File: src/rlb_pkg.sv
// Shared types and constants for the RGB layer blender.
// Holds the blend mode codes and the rounded divide-by-255 helper.
// No dependencies.
package rlb_pkg;

    typedef enum logic [1:0] {
        MODE_MULTIPLY = 2'd0,
        MODE_SUBTRACT = 2'd1,
        MODE_SCREEN   = 2'd2,
        MODE_OVERLAY  = 2'd3
    } blend_mode_t;

    localparam int unsigned ChanWidth = 8;
    localparam int unsigned ProdWidth = 2 * ChanWidth;
    localparam logic [ChanWidth-1:0] ChanMax = 8'hFF;
    localparam logic [ProdWidth-1:0] RoundBias = 16'd127;

    // floor(y * Div255Mul / 2^Div255Shift) equals floor(y / 255) for y < 66052.
    localparam logic [16:0] Div255Mul = 17'd65794;
    localparam int unsigned Div255Shift = 24;
    localparam int unsigned RecipWidth = ProdWidth + 17;

    function automatic logic [ChanWidth-1:0] div255_round(input logic [ProdWidth-1:0] x);
        logic [ProdWidth-1:0]  y;
        logic [RecipWidth-1:0] p;
        y = x + RoundBias;
        p = RecipWidth'(y) * RecipWidth'(Div255Mul);
        return p[Div255Shift +: ChanWidth];
    endfunction

endpackage

File: src/rlb_lane.sv
// One color channel lane of the RGB layer blender.
// Registers the operand product and mode flags, then divides by 255 with rounding;
// subtract mode instead passes the registered clamped difference. Depends on rlb_pkg.
module rlb_lane import rlb_pkg::*; (
    input  logic                 aclk,
    input  logic                 load,
    input  blend_mode_t          mode,
    input  logic [ChanWidth-1:0] top,
    input  logic [ChanWidth-1:0] bottom,
    output logic [ChanWidth-1:0] result
);

    logic [ChanWidth-1:0] op_a;
    logic [ChanWidth-1:0] op_b;
    logic                 inv_next;
    logic                 sub_next;
    logic [ChanWidth-1:0] diff_next;

    logic [ProdWidth-1:0] prod_reg;
    logic                 inv_reg;
    logic                 sub_reg;
    logic [ChanWidth-1:0] diff_reg;
    logic [ChanWidth-1:0] quot;

    always_comb begin
        op_a      = top;
        op_b      = bottom;
        inv_next  = 1'b0;
        sub_next  = 1'b0;
        diff_next = (bottom > top) ? (bottom - top) : '0;
        case (mode)
            MODE_MULTIPLY: begin
                op_a = top;
                op_b = bottom;
            end
            MODE_SUBTRACT: begin
                sub_next = 1'b1;
            end
            MODE_SCREEN: begin
                op_a     = ~top;
                op_b     = ~bottom;
                inv_next = 1'b1;
            end
            MODE_OVERLAY: begin
                // Both halves double an operand that is at most 127, so it fits in 8 bits.
                if (bottom[ChanWidth-1]) begin
                    op_a     = ~top;
                    op_b     = {~bottom[ChanWidth-2:0], 1'b0};
                    inv_next = 1'b1;
                end else begin
                    op_a = top;
                    op_b = {bottom[ChanWidth-2:0], 1'b0};
                end
            end
            default: begin
                op_a = top;
                op_b = bottom;
            end
        endcase
    end

    always_ff @(posedge aclk) begin
        if (load) begin
            prod_reg <= ProdWidth'(op_a) * ProdWidth'(op_b);
            inv_reg  <= inv_next;
            sub_reg  <= sub_next;
            diff_reg <= diff_next;
        end
    end

    assign quot = div255_round(prod_reg);

    always_comb begin
        if (sub_reg) begin
            result = diff_reg;
        end else if (inv_reg) begin
            result = ChanMax - quot;
        end else begin
            result = quot;
        end
    end

endmodule

File: src/rgb_layer_blend.sv
// Top level of the RGB layer blender: three channel lanes and the output stage.
// Throughput is one beat per cycle while the output is not stalled.
// The first register stage holds each lane's product, the second the merged pixel.
// Stall on the output holds the pipeline; two beats can be held while the output waits.
// Synchronous active-low reset empties both stages; data registers are not reset.
module rgb_layer_blend import rlb_pkg::*; (
    input  logic                 aclk,
    input  logic                 aresetn,
    input  logic                 s_valid,
    output logic                 s_ready,
    input  logic [1:0]           s_mode,
    input  logic [ChanWidth-1:0] s_top_red,
    input  logic [ChanWidth-1:0] s_top_green,
    input  logic [ChanWidth-1:0] s_top_blue,
    input  logic [ChanWidth-1:0] s_bottom_red,
    input  logic [ChanWidth-1:0] s_bottom_green,
    input  logic [ChanWidth-1:0] s_bottom_blue,
    output logic                 m_valid,
    input  logic                 m_ready,
    output logic [ChanWidth-1:0] m_out_red,
    output logic [ChanWidth-1:0] m_out_green,
    output logic [ChanWidth-1:0] m_out_blue
);

    logic                 stg_valid_reg;
    logic                 stg_valid_next;
    logic                 out_valid_reg;
    logic                 out_valid_next;
    logic                 load_stg;
    logic                 load_out;
    blend_mode_t          mode;
    logic [ChanWidth-1:0] lane_red;
    logic [ChanWidth-1:0] lane_green;
    logic [ChanWidth-1:0] lane_blue;
    logic [ChanWidth-1:0] red_reg;
    logic [ChanWidth-1:0] green_reg;
    logic [ChanWidth-1:0] blue_reg;

    assign mode     = blend_mode_t'(s_mode);
    assign load_out = stg_valid_reg && (!out_valid_reg || m_ready);
    assign s_ready  = !stg_valid_reg || load_out;
    assign load_stg = s_valid && s_ready;

    rlb_lane u_lane_red (
        .aclk   (aclk),
        .load   (load_stg),
        .mode   (mode),
        .top    (s_top_red),
        .bottom (s_bottom_red),
        .result (lane_red)
    );

    rlb_lane u_lane_green (
        .aclk   (aclk),
        .load   (load_stg),
        .mode   (mode),
        .top    (s_top_green),
        .bottom (s_bottom_green),
        .result (lane_green)
    );

    rlb_lane u_lane_blue (
        .aclk   (aclk),
        .load   (load_stg),
        .mode   (mode),
        .top    (s_top_blue),
        .bottom (s_bottom_blue),
        .result (lane_blue)
    );

    always_comb begin
        if (load_stg) begin
            stg_valid_next = 1'b1;
        end else if (load_out) begin
            stg_valid_next = 1'b0;
        end else begin
            stg_valid_next = stg_valid_reg;
        end
        if (load_out) begin
            out_valid_next = 1'b1;
        end else if (m_ready) begin
            out_valid_next = 1'b0;
        end else begin
            out_valid_next = out_valid_reg;
        end
    end

    always_ff @(posedge aclk) begin
        if (!aresetn) begin
            stg_valid_reg <= 1'b0;
            out_valid_reg <= 1'b0;
        end else begin
            stg_valid_reg <= stg_valid_next;
            out_valid_reg <= out_valid_next;
        end
    end

    always_ff @(posedge aclk) begin
        if (load_out) begin
            red_reg   <= lane_red;
            green_reg <= lane_green;
            blue_reg  <= lane_blue;
        end
    end

    assign m_valid     = out_valid_reg;
    assign m_out_red   = red_reg;
    assign m_out_green = green_reg;
    assign m_out_blue  = blue_reg;

    // A reset leaves no beat on the output.
    a_reset_empty: assert property (@(posedge aclk) !aresetn |=> !m_valid)
        else $error("output valid after reset");

    // With both stages full and the output stalled, no new beat may enter.
    a_full_stall: assert property (@(posedge aclk) disable iff (!aresetn)
        stg_valid_reg && m_valid && !m_ready |-> !s_ready)
        else $error("input accepted into a full pipeline");

    // A stalled output beat keeps its pixel.
    a_hold: assert property (@(posedge aclk) disable iff (!aresetn)
        m_valid && !m_ready |=> m_valid && $stable(m_out_red)
            && $stable(m_out_green) && $stable(m_out_blue))
        else $error("stalled output beat changed");

    // An accepted beat, taken while the output is empty, is in the first stage on the next cycle.
    a_advance: assert property (@(posedge aclk) disable iff (!aresetn)
        s_valid && s_ready && !m_valid |=> stg_valid_reg)
        else $error("accepted beat lost in the first stage");

endmodule
File: config.mk
export PLATFORM = sky130hd
export DESIGN_NAME = rgb_layer_blend
export DESIGN_NICKNAME = d
export VERILOG_FILES = /design/src/rlb_pkg.sv /design/src/rlb_lane.sv /design/src/rgb_layer_blend.sv
export SDC_FILE = /design/constraint.sdc
export NUM_CORES = 1
export LEC_CHECK = 0
export BUFFER_PORTS_ARGS = -buffer_cell sky130_fd_sc_hd__buf_2
export CAP_MARGIN = 40
export CORE_ASPECT_RATIO = 0.7
export CORE_MARGIN = 2
export CORE_UTILIZATION = 30
export DETAILED_ROUTE_END_ITERATION = 12
export GPL_ROUTABILITY_DRIVEN = 1
export PLACE_DENSITY = 0.48
export SYNTH_ARGS = -nofsm -noshare
export SYNTH_HDL_FRONTEND = slang
export SYNTH_SLANG_ARGS = --single-unit
File: constraint.sdc
create_clock -name aclk -period 6.9 [get_ports aclk]
set_input_delay 1.035 -clock aclk [delete_from_list [all_inputs] [get_ports aclk]]
set_output_delay 1.035 -clock aclk [all_outputs]
set_load 0.01 [all_outputs]
==> metrics.csv, run 1 <==
stage;metric;value;unit
logic_synthesis;ranking of synthesized cells by area;ha_1, edfxtp_1, fa_1, xnor2_1, nor2_1;
timing;Least-Margin Pin Slew;0.8931;ns
logic_synthesis;EDFF count, synth;100;
setup_path;crit end category;flip-flop;
job;max-cap violation count;0;
routing;DRT iter0 DRCs;754;
clock_tree;Clock Path Buffers;2;
timing;period utilization;88.20;%
cells_and_area;layout cells sized above 1;10.55;%
logic_synthesis;Seq cells post-synth;102;
setup_path;crit-path max cell delay;0.56;ns
cells_and_area;Layout Nets;2296;
routing;DR DRC count;0;
logic_synthesis;Mapped Nets;2205;
clock_tree;root buf cell;clkbuf_16;
place;post-DP HPWL;34090;um
setup_path;CP max FO;23;
logic_synthesis;largest area contributor in the netlist;ha_1;
setup_path;CP Class;primary input to flip-flop;
setup_path;CP Launch Type;primary input;
place;PortBufs;79;
pwr;Max VDD drop;0.0002153;V
pwr;Lkg Pwr;0.008327;uW
die;total core area;52460;um2
logic_synthesis;Ys Warns;0;
setup_path;most used cell, CP;fa_1;
logic_synthesis;Async S/R FF share, synth;0;%
cells_and_area;ANT cells;0;
die;FP Rows;70;
timing;final setup fails;0;
logic_synthesis;Synth top area share;23.25;%
setup_path;critical path cell sequence;buf_2 -> inv_2 -> buf_4 -> o21ai_1 -> buf_4 -> xnor2_1 -> nor2_1 -> fa_1 -> inv_1 -> fa_1 -> fa_1 -> fa_1 -> inv_1 -> ha_1 -> a21o_1 -> a31o_2 -> a41oi_1 -> a21oi_1 -> xnor2_1;
logic_synthesis;Post-Syn Instances;1743;
die;Starting Density;30.47;%
global_route;first-pass GRT wire length;64890;um
die;die extent in x;279.9;um
clock_tree;Num CTS Buffers;9;
clock_tree;TritonCTS Sinks;102;
routing;via count;12104;
cells_and_area;fin util;33.63;%
clock_tree;worst-skew pair later-pin latency;0.36;ns
routing;DR WL/cell;15.73;um
clock_tree;post_cts resized;0;
die;Die ar.;55170;um2
global_route;Overflow after GRT;0;
pwr;Power Dens Cells;466.8;nW/um2
setup_path;Critical Path RT;7.01;ns
timing;Final Hold Fails;0;
routing;1st-pass router iterations;5;
setup_path;R2R depth;17;
cells_and_area;final-layout fill cell count;5372;
logic_synthesis;Avg Synthesized Cell Area;9.170;um2
die;Ports;80;
cells_and_area;area of the multi-input gates;12030;um2
cells_and_area;P&R area growth vs syn;10.40;%
global_route;initial antenna violation count;0;
min_path;hold path depth;1;
clock_tree;Worst-path clk slew;0.08;ns
global_route;largest net degree at the start of global routing;70;
setup_path;Crit-path slowest cell;fa_1;
timing;RSZ-0062 raised after global routing;no;
logic_synthesis;register area share after synthesis;19.04;%
routing;WL final;39680;um
timing;Peak Freq;164.3;MHz
clock_tree;H-tree Lvls;3;
global_route;Global Route Usage Sum;14.78;%
logic_synthesis;top_reg_cell synth;edfxtp_1;
timing;setup_tns;0;ns
timing;Slew Limit Fails;0;
clock_tree;setup bufs post-CTS;0;
routing;Via density;4.797;
clock_tree;CTS tree;done;
place;Placer Congestion;0.8844;
timing;relative slew slack;40.46;%
cells_and_area;Storage cell area;3043;um2
timing;Final min period;6.086;ns
die;Die H;197.1;um
logic_synthesis;Cell Area, Synth;15980;um2
min_path;worst min-delay path class;flip-flop to flip-flop;
status;status;finished clean;
timing;clk_skew;0.01077;ns
clock_tree;Hold-fix buffers, CTS;0;
setup_path;worst path arrival time;6.20;ns
routing;Final ANT Viol Nets;0;
logic_synthesis;Yosys cell types;71;
global_route;number of global-route vias before repair;11691;
metal layers:
layer	track usage (%)	wire, um	share of wire (%)
met1	25.05	22930	58
met2	19.28	14610	37
met3	1.396	1548	3.9
met4	3.209	603	1.5
met5	0	0	0
through the flow:
| step | std cells | hold slack, ns | power, uW | setup WS (ns) | instance area, um2 |
|---|---|---|---|---|---|
| floorplan | 1743 | 0.4768 | 6161 | 0.7175 | 15980 |
| detailed placement | 2507 | 0.5130 | 7681 | 0.4413 | 17360 |
| CTS | 2523 | 0.5333 | 8298 | 0.8168 | 17650 |
| finish | 2523 | 0.5326 | 8237 | 0.8140 | 17650 |
| global route | 2523 | 0.5635 | 9341 | 0.4145 | 17650 |
| global placement | 2506 | 0.4888 | 7657 | 0.5210 | 17330 |
cell usage after synthesis, drive strengths merged, types with 11 or more instances:
master,count
fa,111
xor2,61
a21oi,78
and2,13
xnor2,143
clkbuf,14
ha,297
nand3,22
edfxtp,100
nand4,21
a21o,28
nor2b,26
or2,39
a31oi,11
inv,220
mux2,16
o21ai,70
nor3,31
nand2b,11
nand2,81
nor2,226
a211oi,17
kinds of logic (layout without fill, tap and decap cells):
family,count (synthesis),after routing,synth area share [%]
compound gates,267,267,10.36
xor+xnor,204,204,11.51
fa+ha+maj,408,408,37.15
buf+inv,242,338,5.699
flops,102,102,19.04
mux,16,16,1.127
simple gates,504,504,15.12
worst max-delay path, delay by kind of cell:
kind	cells	cell delay, ns
buffers and inverters	6	1.03
AOI/OAI and AO/OA	5	0.88
xor gates and xnor gates	2	0.66
and+or+nand+nor	1	0.15
adders and majority gates	5	2.41
cell usage in the layout (no fill, tap or decap), types with 21 or more instances in the layout:
master / count
a21o_1: 28
xnor2_1: 140
ha_1: 297
o21ai_0: 63
xor2_1: 60
inv_1: 219
nand3_1: 21
or2_2: 35
nor2_1: 224
nand2_1: 81
nor3_1: 29
fa_1: 111
nor2b_1: 25
a21oi_1: 78
edfxtp_1: 100
buf_2: 79
final cells by class:
| class | instances | area share (%) |
|---|---|---|
| clock buffer | 9 | 1.276 |
| clock inverter | 7 | 0.3687 |
| inverter | 221 | 4.701 |
| multi-input combinational | 1399 | 68.20 |
| sequential | 102 | 17.24 |
| tap | 684 | 4.850 |
| timing repair buffer | 101 | 3.361 |
power by group:
| part | switching, uW | internal (uW) | leakage, uW |
|---|---|---|---|
| clock network | 262 | 253 | 0.000134 |
| registers | 175 | 1040 | 0.00100 |
| logic | 3640 | 2860 | 0.00719 |
| total | 4080 | 4160 | 0.00833 |
worst paths after layout:
path | slack (ns) | from | to
max | 0.81 | s_mode[0] | u_lane_blue.prod_reg[15]
min reg2reg | 0.53 | stg_valid_reg | m_valid
max reg2reg | 1.33 | u_lane_blue.prod_reg[0] | m_out_blue[7]
min | 0.53 | stg_valid_reg | m_valid
Note: power is estimated with default switching activity, not from simulation.
==> inputs of run 2 (changes only) <==
--- a/config.mk
+++ b/config.mk
@@ -9,10 +9,12 @@
 export CAP_MARGIN = 40
 export CORE_ASPECT_RATIO = 0.7
 export CORE_MARGIN = 2
-export CORE_UTILIZATION = 30
+export CORE_UTILIZATION = 45
+export CTS_BUF_LIST = sky130_fd_sc_hd__clkbuf_16
 export DETAILED_ROUTE_END_ITERATION = 12
 export GPL_ROUTABILITY_DRIVEN = 1
-export PLACE_DENSITY = 0.48
+export PLACE_DENSITY = 0.65
+export SETUP_SLACK_MARGIN = 0.4
 export SYNTH_ARGS = -nofsm -noshare
 export SYNTH_HDL_FRONTEND = slang
 export SYNTH_SLANG_ARGS = --single-unit
==> run 2 against run 1 <==
  * Routed wire length is 2.4% lower
  * Critical endpoint is now u_lane_green.prod_reg[13]
  * Critical path depth up 2
  * Worst hold slack got worse by 0.011 ns
==> metrics.csv, run 2 (synthesis gave the netlist of run 1 again) <==
stage;metric;value;unit;change
status;status;finished clean;;
pwr;P_int;4172;uW;+0.37%
die;FP Rows;57;;-19%
pwr;Gate power share;79.5;%;+0.6 points
timing;Peak Freq;164.3;MHz;about the same
die;Die ar.;37060;um2;-33%
cells_and_area;final-layout fill cell count;3229;;-40%
global_route;initial antenna violation count;3;;+3
routing;WL final;38720;um;-2.4%
timing;final worst slack;0.8130;ns;-0.0009980 ns
setup_path;Reg-to-Reg End;m_out_blue[7];;
timing;Final Hold Fails;0;;unchanged
routing;DR WL/cell;16.77;um;+6.6%
clock_tree;Num CTS Buffers;9;;unchanged
timing;Final min period;6.087;ns;+0.0009980 ns
clock_tree;TritonCTS Sinks;102;;unchanged
pwr;switching share of power;49.24;%;-0.30 points
setup_path;CP max FO;21;;-8.7%
die;Starting Density;45.83;%;+15 points
pwr;Net Sw Power;4046;uW;-0.84%
clock_tree;root buf cell;clkbuf_16;;
setup_path;worst path arrival time;6.19;ns;about the same
place;Placer Congestion;0.9204;;+4.1%
min_path;hold path depth;1;;unchanged
timing;RSZ-0062 raised after global routing;no;;
clock_tree;Worst-path clk slew;0.07;ns;about the same
job;max-cap violation count;0;;unchanged
cells_and_area;Layout Nets;2291;;-0.22%
global_route;number of global-route vias before repair;11763;;+0.62%
die;Ports;80;;unchanged
setup_path;CP Launch Type;primary input;;
routing;1st-pass router iterations;7;;+2
setup_path;R2R depth;17;;unchanged
clock_tree;CTS tree;done;;
clock_tree;worst-skew pair later-pin latency;0.35;ns;about the same
clock_tree;post_cts resized;0;;unchanged
routing;DR DRC count;0;;unchanged
pwr;Power Dens Cells;473.8;nW/um2;+1.5%
timing;setup_tns;0;ns;unchanged
min_path;worst hold endpoint;m_valid;;
cells_and_area;layout cells sized above 1;10.31;%;-0.24 points
global_route;first-pass GRT wire length;62580;um;-3.6%
timing;period utilization;88.22;%;about the same
cells_and_area;area of the multi-input gates;12030;um2;unchanged
cells_and_area;P&R area growth vs syn;8.517;%;
pwr;total power;8218;uW;-0.23%
setup_path;FF-to-FF setup slack;1.40;ns;+0.07 ns
global_route;largest net degree at the start of global routing;71;;+1.4%
setup_path;CP Class;primary input to flip-flop;;
place;PortBufs;79;;unchanged
pwr;clock network power share;5.9;%;-0.4 points
place;post-DP HPWL;33350;um;-2.2%
cells_and_area;most common cell after layout, fill and taps aside;ha_1;;
cells_and_area;most frequent cells in the layout;ha_1, nor2_1, inv_1;;
pwr;Sequential Power Share;14.6;%;-0.2 points
cells_and_area;Storage cell area;3043;um2;unchanged
clock_tree;Hold-fix buffers, CTS;0;;unchanged
clock_tree;setup bufs post-CTS;0;;unchanged
setup_path;Critical Path RT;7.00;ns;about the same
timing;clk_skew;0.01063;ns;-0.0001315 ns
die;die extent in x;229.3;um;-18%
clock_tree;H-tree Lvls;3;;unchanged
min_path;HP Start;stg_valid_reg;;
pwr;Max VDD drop;0.0001793;V;-17%
pwr;Lkg Pwr;0.008307;uW;-0.24%
setup_path;crit end category;flip-flop;;
setup_path;Reg-to-Reg Start;u_lane_blue.prod_reg[0];;
die;Die H;161.7;um;-18%
cells_and_area;Cell Count, Final, Fillers Out;2309;;-8.5%
timing;Least-Margin Pin Slew;0.8083;ns;-0.08480 ns
routing;DRT iter0 DRCs;983;;+30%
routing;Final ANT Viol Nets;0;;unchanged
global_route;Overflow after GRT;0;;unchanged
routing;Via density;5.303;;+11%
place;pre-CTS setup slack;0.4831;ns;+0.04187 ns
timing;Slew Limit Fails;0;;unchanged
routing;via count;12244;;+1.2%
timing;final setup fails;0;;unchanged
min_path;worst min-delay path class;flip-flop to flip-flop;;
clock_tree;Clock Path Buffers;2;;unchanged
timing;relative slew slack;46.12;%;+5.7 points
die;total core area;34870;um2;-34%
global_route;Global Route Usage Sum;21.24;%;+6.5 points
place;placed cells;2290;;-8.7%
[run 2: cell type report]
class                      instances  area share [%]
multi-input combinational       1399           69.38
sequential                       102           17.54
inverter                         221           4.783
tap                              472           3.405
timing repair buffer              96           3.174
clock buffer                       9           1.299
clock inverter                     7          0.3679
antenna                            3         0.04328
[run 2: how the worst max path moves through the flow]
stage | slack (ns) | start | end
2_1_floorplan | 0.72 | s_mode[0] | u_lane_green.prod_reg[13]
3_3_place_gp | 0.57 | s_mode[0] | u_lane_green.prod_reg[13]
3_5_place_dp | 0.48 | s_mode[0] | u_lane_green.prod_reg[13]
4_1_cts | 0.87 | s_mode[0] | u_lane_green.prod_reg[13]
5_1_grt | 0.52 | s_mode[0] | u_lane_green.prod_reg[13]
6_report | 0.81 | s_mode[0] | u_lane_green.prod_reg[13]
[run 2: power by group through the flow]
| stage | Combinational, uW | Sequential [uW] | Clock (uW) |
|---|---|---|---|
| 2_1_floorplan | 4980 | 1180 | 0 |
| 3_3_place_gp | 6290 | 1210 | 0 |
| 3_5_place_dp | 6440 | 1220 | 0 |
| 4_1_cts | 6520 | 1200 | 499 |
| 5_1_grt | 7460 | 1230 | 513 |
| 6_report | 6530 | 1200 | 483 |
[run 2: stage by stage]
step / utilization, % / hold WS [ns] / area (um2)
floorplan: - / 0.4768 / 15980
global placement: 48.76 / 0.4834 / 17010
detailed placement: 48.88 / 0.5128 / 17050
CTS: 49.71 / 0.5285 / 17340
global route: 49.72 / 0.5477 / 17340
finish: 49.73 / 0.5219 / 17340
[run 2: worst max-delay path: stages]
cell	delay, ns
buf_2	0.15
inv_2	0.27
buf_4	0.26
a211oi_1	0.09
a21oi_1	0.57
nor2_1	0.16
fa_1	0.56
inv_1	0.05
fa_1	0.48
inv_1	0.06
fa_1	0.55
inv_1	0.07
fa_1	0.54
inv_1	0.05
ha_1	0.33
o21ai_0	0.09
nand2b_1	0.09
a31o_2	0.27
a41oi_1	0.24
nor2b_1	0.19
xnor2_1	0.08
[run 2: metal layers]
metal | share of wire (%) | global-route usage, % | vias to the layer above | wire [um]
met1 | 54 | 34.51 | 5732 | 20750
met3 | 7.6 | 4.547 | 30 | 2929
met2 | 38 | 28.66 | 370 | 14600
met5 | 0.018 | 0 | - | 7
met4 | 1.1 | 3.217 | 2 | 434
li1 | - | - | 6110 | -
